File: config.mk
export PLATFORM = sky130hd
export DESIGN_NAME = pinpoly_ram
export DESIGN_NICKNAME = d
export VERILOG_FILES = /design/src/hdl/pinpoly_ram.sv
export SDC_FILE = /design/constraint.sdc
export NUM_CORES = 1
export LEC_CHECK = 0
export BUFFER_PORTS_ARGS = -buffer_cell sky130_fd_sc_hd__buf_2
export CAP_MARGIN = 20
export CORE_ASPECT_RATIO = 1.75
export CORE_UTILIZATION = 30
export CTS_CLUSTER_SIZE = 24
export DETAILED_ROUTE_END_ITERATION = 8
export MAX_ROUTING_LAYER = met4
export PLACE_DENSITY_LB_ADDON = 0.05
export SETUP_SLACK_MARGIN = 0.02
export SYNTH_ARGS = -nofsm -noshare
export SYNTH_HDL_FRONTEND = slang
export SYNTH_SLANG_ARGS = --single-unit
File: constraint.sdc
create_clock -name clk_i -period 2.45 [get_ports clk_i]
set_clock_uncertainty 0.15 [all_clocks]
set_input_delay 0.49 -clock clk_i [delete_from_list [all_inputs] [get_ports clk_i]]
set_output_delay 0.49 -clock clk_i [all_outputs]
set_load 0.005 [all_outputs]
File: src/hdl/pinpoly_ram.sv
module pinpoly_ram #(
  parameter int WIDTH = 8,
  parameter int DEPTH = 16
) (
  input  logic                     clk_i,
  input  logic                     we_i,
  input  logic [$clog2(DEPTH)-1:0] waddr_i,
  input  logic [WIDTH-1:0]         wdata_i,
  input  logic                     re_i,
  input  logic [$clog2(DEPTH)-1:0] raddr_i,
  output logic [WIDTH-1:0]         rdata_o
);

  logic [WIDTH-1:0] mem_q [DEPTH];
  logic [WIDTH-1:0] rdata_q;

  always_ff @(posedge clk_i) begin
    if (we_i) begin
      mem_q[waddr_i] <= wdata_i;
    end
    if (re_i) begin
      rdata_q <= mem_q[raddr_i];
    end
  end

  assign rdata_o = rdata_q;

endmodule

==> results.yml, run 1 <==
status:
  status: "completed"
hold_path:
  hp-start: "re_i"
  whs_path_depth: 1
  worstHoldEndpoint: "rdata_o[1]"
  hp-class: "primary input to register"
logic_synthesis:
  synth-simple-area-share_pct: 3.14
  ys_types: 18
  ys_ff_latch: 136
  muxShareOfSynthArea_pct: 14.8
  synth-seq-area-share_pct: 78.1
  synth_compound_area_share_pct: 2.30
  synth_top_family_by_area: "multiplexers"
  yosysWarnings: 0
  avgSynthCellArea_um2: 22.8
  synth_xor_area_share_pct: 0
  post_synth_instance_area_um2: 5230
  synth_adder_area_share_pct: 0
  postSynthCellCount: 229
  synthesis.nets: 248
die:
  die_w_um: 102
  io-pin-count: 27
  dieArea_um2: 18000
  rows: 63
  start_util_pct: 30.7
  die_h_um: 177
  core_um2: 17000
timing:
  slew_violations: 0
  setup_ws_ps: 619
  tightestPinTransition_ps: 470
  tns_ps: 0
  rsz0062_at_grt: "false"
  max_freq_mhz: 546
  finalHoldViolations: 0
  finalSetupViolations: 0
  maxSlewHeadroom_pct: 68.7
  finalCritPeriodShare_pct: 74.7
  post-route-min-period_ps: 1830
pwr:
  swShare_pct: 21.1
  combinationalPowerShare_pct: 4.7
  leakage_nw: 2.12
  clock_power_share_pct: 46.2
  power.internal_w: 0.00424
  powerDensity_nw_per_um2: 843
  switching_power_w: 0.00113
  seqPwrFrac_pct: 49.1
  ir_drop_mv: 0.363
placed_design:
  placed_area_um2: 5790
  portBuffers: 26
  place.gp.congestion: 0.721
  dp_hpwl_mm: 8.02
  place_ws_ps: 165
detailed_routing:
  drcViolationCount: 0
  routed_wl_mm: 11.5
  drt_iter0_drc: 118
  first_pass_iters: 4
  vias: 2459
  ant_nets: 0
  avgViaCountPerCell: 4.65
  post_drt_wl_per_cell_um: 21.7
clock_network:
  cts_tree: "built"
  cts_setup_buffers: 0
  cts_max_level: 4
  clkSinkCount: 136
  numCtsBuffers: 17
  clock_path_buffers: 2
  postCtsResizedCells: 0
  clk_pin_slew_ps: 60
  clk-insertion-delay-late_ps: 410
  ctsHoldBuffers: 0
  ctsRootBufferMaster: "clkbuf_16"
global_routing:
  grt_pass1_wl_mm: 17.3
  antenna_found_initial: 0
  gr-total-overflow: 0
  grt_pass1_vias: 2720
  grt_max_degree: 33
  grt_usage_pct: 14.7
layout:
  fill_cells: 1610
  area_growth_pct: 21.9
  drive_above_1_share_pct: 32.8
  nNetsFinal: 308
  fin_area_um2: 6370
  antenna_cells: 0
worst_setup_path:
  arrival_ps: 1850
  critPathMaxFanout: 11
  criticalPathCategory: "primary input to register"
  r2r_setup_slack_ps: 770
  r2r_cells: 3
  critical_path_required_ps: 2460
  start_kind: "primary input"
  worstReg2RegEnd: "rdata_o[3]"
  cp-end-kind: "register"
  rr_startpoint: "mem_q[1][3]"
run:
  cap_violations: 0
## worst max path at each step
stage	startpoint	to	slack, ps	depth (start not counted)
CTS	raddr_i[0]	rdata_o[3]	610	5
global placement	raddr_i[0]	rdata_o[3]	180	5
finish	raddr_i[0]	rdata_o[3]	620	5
global route	raddr_i[0]	rdata_o[3]	580	5
floorplan	waddr_i[2]	mem_q[0][0]	320	2
detailed placement	raddr_i[0]	rdata_o[3]	160	5
## final cells by class
cell class                 instances  area, um2  area share [%]
sequential                       136       4080            64.1
multi-input combinational         83       1060            16.6
tap                              227        284            4.46
timing repair buffer              51        368            5.77
clock inverter                    13        144            2.26
clock buffer                      19        433            6.80
## power by group through the flow
stage          Combinational, W  Sequential [W]  Clock, W
2_1_floorplan          0.000132         0.00268         0
3_3_place_gp           0.000259         0.00269         0
3_5_place_dp           0.000259         0.00269         0
4_1_cts                0.000260         0.00264   0.00253
5_1_grt                0.000278         0.00264   0.00261
6_report               0.000251         0.00264   0.00248
## state kept, by name (all words and copies together), names as in the netlist
| register | cells |
|---|---|
| rdata_o | 8 |
| mem_q | 128 |
## cell usage after synthesis
cell type | count | area, um2
nand3b_1 | 2 | 15.0
clkdlybuf4s25_2 | 3 | 30.0
and2_1 | 1 | 6.26
nor3_1 | 4 | 20.0
buf_6 | 3 | 33.8
buf_2 | 3 | 15.0
nor2b_1 | 1 | 6.26
or3b_2 | 1 | 8.76
edfxtp_1 | 136 | 4080
and2b_1 | 1 | 7.51
mux4_1 | 14 | 368
nand2b_1 | 2 | 12.5
nand3_1 | 1 | 5.00
buf_4 | 1 | 7.51
mux4_2 | 18 | 405
nor2_1 | 13 | 48.8
a22oi_1 | 16 | 120
nand2_1 | 9 | 33.8
## through the flow
stage,hold WS [ps],utilization [%],cells,power [W]
after CTS,305,37.4,529,0.00543
final,310,37.4,529,0.00537
after floorplan,439,-,229,0.00281
after global routing,306,37.4,529,0.00553
after global placement,587,34.0,497,0.00295
after detailed placement,599,34.0,497,0.00295
## cell families after synthesis
kind of cell,Yosys count
AOI/OAI and AO/OA,16
buffers and inverters,10
DFF,136
muxes,32
and+or+nand+nor,35
## routing by layer
| layer | global-route usage [%] | up-vias | part of all wire (%) |
|---|---|---|---|
| met1 | 15.5 | 1281 | 38 |
| met4 | 5.43 | 0 | 1.4 |
| met3 | 3.24 | 14 | 3.8 |
| li1 | - | 1102 | - |
| met5 | - | - | 0 |
| met2 | 26.2 | 62 | 57 |
## cell usage in the layout, fill, tap and decap left out
cell	n
clkinvlp_4	6
nand2b_1	2
edfxtp_1	136
mux4_1	14
bufinv_16	2
nor2_1	13
and2b_1	1
or3b_2	1
buf_4	21
inv_6	4
nand3b_1	2
clkinv_1	1
mux4_2	18
buf_2	26
clkbuf_1	2
a22oi_1	16
clkbuf_16	17
buf_12	4
and2_1	1
nor2b_1	1
nand2_1	9
nor3_1	4
nand3_1	1
## worst max-delay path, stage by stage
cell and delay (ps):
buf_2 200, buf_12 180, mux4_1 580, a22oi_1 300
nand2_1 80
No activity file was read; power rests on OpenSTA's default activity.
==> run 2, diff against run 1 <==
Clock period 2.45 ns to 1.9 ns, I/O delays scaled along.
==> results.yml, run 2 (synthesis gave the netlist of run 1 again) <==
detailed_routing:
  drt-met1-wl_mm: 4.52
  post_drt_wl_per_cell_um: 21.3
  wl_met3_um: 200
  vias: 2469
  wl_met2_mm: 6.58
  drt_iter0_drc: 74
  routed_wl_mm: 11.4
  highest_layer: "met4"
  avgViaCountPerCell: 4.60
  first_pass_iters: 4
  drcViolationCount: 0
  ant_nets: 0
timing:
  tightestPinTransition_ps: 757
  hold_ws_ps: 188
  finalHoldViolations: 0
  max_freq_mhz: 597
  slew_violations: 0
  maxSlewHeadroom_pct: 49.5
  rsz0062_at_grt: "false"
  post-route-min-period_ps: 1680
  finalSetupViolations: 0
  finalCritPeriodShare_pct: 88.2
clock_network:
  postCtsResizedCells: 0
  clk-insertion-delay-late_ps: 410
  clk_pin_slew_ps: 60
  ctsHoldBuffers: 0
  cts_tree: "built"
  ctsRootBufferMaster: "clkbuf_16"
  numCtsBuffers: 17
  clock_path_buffers: 2
  clkSinkCount: 136
  cts_setup_buffers: 0
  cts_max_level: 4
worst_setup_path:
  crit_family: "multiplexers"
  critical_path_required_ps: 1900
  arrival_ps: 1680
  start_kind: "primary input"
  criticalPathCategory: "primary input to register"
  critPathMaxFanout: 16
  cp_slowest_stage_delay_ps: 600
  worst-path-buf-inv: 2
  crit_chain: "buf_2 -> buf_12 -> mux4_1 -> a22oi_1 -> nand2_1"
  cp_slowest_cell: "mux4_1"
  cp-end-kind: "register"
die:
  die_h_um: 177
  core_um2: 17000
  die_w_um: 102
  io-pin-count: 27
  rows: 63
  start_util_pct: 30.7
  dieArea_um2: 18000
layout:
  mostFrequentLayoutCell: "edfxtp_1"
  antenna_cells: 0
  nNetsFinal: 317
  drive_above_1_share_pct: 35.2
  regMostFlops: "mem_q"
  largest_reg_flops: 128
  area_growth_pct: 23.7
  fill_cells: 1615
  layout_common_cells: "edfxtp_1, buf_4, buf_2"
  seqCellArea_um2: 4080
  multi_input_area_um2: 1060
pwr:
  ir_drop_mv: 0.522
  leakage_nw: 2.19
  power.total_w: 0.00698
  powerDensity_nw_per_um2: 1080
global_routing:
  grt_usage_pct: 14.8
  antenna_found_initial: 0
  grt_pass1_wl_mm: 17.4
  grt_pass1_vias: 2731
  grt_max_degree: 23
  gr-total-overflow: 0
hold_path:
  hp-class: "primary input to register"
run:
  cap_violations: 0
placed_design:
  dp_hpwl_mm: 8.09
  place.gp.congestion: 0.704
  portBuffers: 26
status:
  status: "completed"
[run 2: report_power, final]
part,switching (W),total [W],internal (W)
clock,0.00119,0.00324,0.00205
sequential,0.0000164,0.00340,0.00338
combinational,0.000186,0.000339,0.000154
[run 2: worst register-to-register path, stage by stage, from the launching register on]
cell and delay [ps]:
edfxtp_1 360, mux4_2 470, a22oi_1 300, nand2_1 90
[run 2: worst paths after layout]
check | start | to | slack, ps | cells after the start
setup / recovery | raddr_i[0] | rdata_o[0] | 220 | 5
hold / removal | re_i | rdata_o[4] | 190 | 1
setup reg to reg | mem_q[2][6] | rdata_o[6] | 260 | 3
hold reg to reg | mem_q[14][1] | rdata_o[1] | 610 | 3
[run 2: cell type report]
type                            instances  area share, %
Multi-Input combinational cell         83           16.4
Clock inverter                         12           2.38
Tap cell                              227           4.39
Sequential cell                       136           63.2
Clock buffer                           19           6.70
Timing Repair Buffer                   60           6.93
[run 2: through the flow]
stage,cells,setup TNS [ps],area (um2),utilization [%],worst slack (ps)
2_1_floorplan,229,0,5230,-,87.6
3_3_place_gp,506,-1390,5880,34.5,-226
3_5_place_dp,506,-1320,5880,34.5,-210
4_1_cts,537,0,6460,38.0,223
5_1_grt,537,0,6460,38.0,182
6_report,537,0,6460,38.0,224
[run 2: routing by layer]
metal	vias up	GRT usage, %
met1	1298	16.7
met5	-	-
met2	38	25.6
li1	1123	-
met3	10	2.61
met4	0	5.98
==> run 3, diff against run 2 <==
Settings changed: PLACE_DENSITY from default to 0.44, PLACE_DENSITY_LB_ADDON 0.05 to default.
==> results.yml, run 3 (synthesis gave the netlist of run 1 again) <==
timing:
  maxSlewHeadroom_pct: 46.3
  finalCritPeriodShare_pct: 84.4
  finalSetupViolations: 0
  max_freq_mhz: 623
  setup_ws_ps: 296
  rsz0062_at_grt: "false"
  finalHoldViolations: 0
  slew_violations: 0
  post-route-min-period_ps: 1600
  tightestPinTransition_ps: 803
layout:
  drive_above_1_share_pct: 34.4
  nNetsFinal: 314
  regMostFlops: "mem_q"
  area_growth_pct: 23.2
  mostFrequentLayoutCell: "edfxtp_1"
  layout_common_cells: "edfxtp_1, buf_2, buf_4"
  largest_reg_flops: 128
  antenna_cells: 0
  utilization_pct: 37.8
clock_network:
  ctsHoldBuffers: 0
  postCtsResizedCells: 0
  clock_path_buffers: 2
  ctsRootBufferMaster: "clkbuf_16"
  cts_tree: "built"
  clk_pin_slew_ps: 60
  clk-insertion-delay-late_ps: 410
  cts_setup_buffers: 0
  clkSinkCount: 136
  cts_max_level: 4
  numCtsBuffers: 17
die:
  core_um2: 17000
  rows: 63
  die_h_um: 177
  die_w_um: 102
  dieArea_um2: 18000
  start_util_pct: 30.7
  io-pin-count: 27
pwr:
  clock_power_share_pct: 46.5
  power.internal_w: 0.00557
  seqPwrFrac_pct: 48.8
  swShare_pct: 20.0
  switching_power_w: 0.00139
  combinationalPowerShare_pct: 4.8
  powerDensity_nw_per_um2: 1080
  leakage_nw: 2.18
  ir_drop_mv: 0.405
placed_design:
  dp_hpwl_mm: 7.75
  place.gp.congestion: 0.722
  portBuffers: 26
  place_ws_ps: -176
global_routing:
  grt_usage_pct: 14.2
  antenna_found_initial: 0
  gr-total-overflow: 0
  grt_pass1_vias: 2731
  grt_max_degree: 20
  grt_pass1_wl_mm: 16.7
detailed_routing:
  avgViaCountPerCell: 4.55
  drt_iter0_drc: 102
  ant_nets: 0
  vias: 2436
  routed_wl_mm: 11.0
  post_drt_wl_per_cell_um: 20.6
  drcViolationCount: 0
  first_pass_iters: 4
worst_setup_path:
  cp_slowest_stage_delay_ps: 570
  arrival_ps: 1620
  critical_path_required_ps: 1910
  cp_slowest_cell: "mux4_1"
  cp-end-kind: "register"
  r2r_cells: 3
  start_kind: "primary input"
  crit_chain: "buf_2 -> buf_12 -> mux4_1 -> a22oi_1 -> nand2_1"
  critPathMaxFanout: 15
  criticalPathCategory: "primary input to register"
status:
  status: "completed"
hold_path:
  whs_path_depth: 1
  hp-class: "primary input to register"
run:
  cap_violations: 0
-- run 3: changes by cell type in the layout (fill, tap and decap cells not counted) --
cell and change:
buf_4 -3, clkinv_4 -1, clkinv_1 +2, clkinv_2 +1
clkbuf_1 -1
-- run 3: through the flow --
stage                     setup TNS, ps  instance area [um2]  total power, W  cells  hold WS, ps
after floorplan                       0                 5230         0.00363    229          329
after global placement            -1010                 5860         0.00380    503          572
after detailed placement          -1000                 5860         0.00381    503          585
after CTS                             0                 6440         0.00705    535          185
after global routing                  0                 6440         0.00719    535          179
final                                 0                 6440         0.00696    535          194
-- run 3: layout make-up --
class                           count  area, um2
Timing Repair Buffer               57        425
Clock inverter                     14        158
Multi-Input combinational cell     83       1060
Clock buffer                       18        429
Tap cell                          227        284
Fill cell                        1624      10600
Sequential cell                   136       4080
-- run 3: worst paths after layout --
| kind | from | endpoint | slack, ps |
|---|---|---|---|
| worst max-delay path | raddr_i[0] | rdata_o[2] | 300 |
| worst max register to register | mem_q[1][2] | rdata_o[2] | 300 |
| worst min register to register | mem_q[12][4] | rdata_o[4] | 590 |
| worst min-delay path | re_i | rdata_o[4] | 190 |
-- run 3: power by group through the flow --
stage                     Combinational (W)  Clock [W]  Sequential (W)
after floorplan                    0.000171          0         0.00346
after global placement             0.000337          0         0.00346
after detailed placement           0.000343          0         0.00346
after CTS                          0.000343    0.00330         0.00340
after global routing               0.000363    0.00342         0.00340
final                              0.000331    0.00324         0.00340
-- run 3: metal layers --
layer | global-route usage, % | vias to the layer above | wire, um
met2 | 25.3 | 46 | 6440
li1 | - | 1115 | -
met5 | - | - | 0
met1 | 14.3 | 1262 | 4070
met3 | 3.44 | 13 | 297
met4 | 6.52 | 0 | 201
-- run 3: worst max-delay path: cells and delay by family --
family                 cells  cell delay, ps
AO/OA/AOI/OAI              1             250
buffers and inverters      2             330
multiplexers               1             570
AND/OR/NAND/NOR            1              90
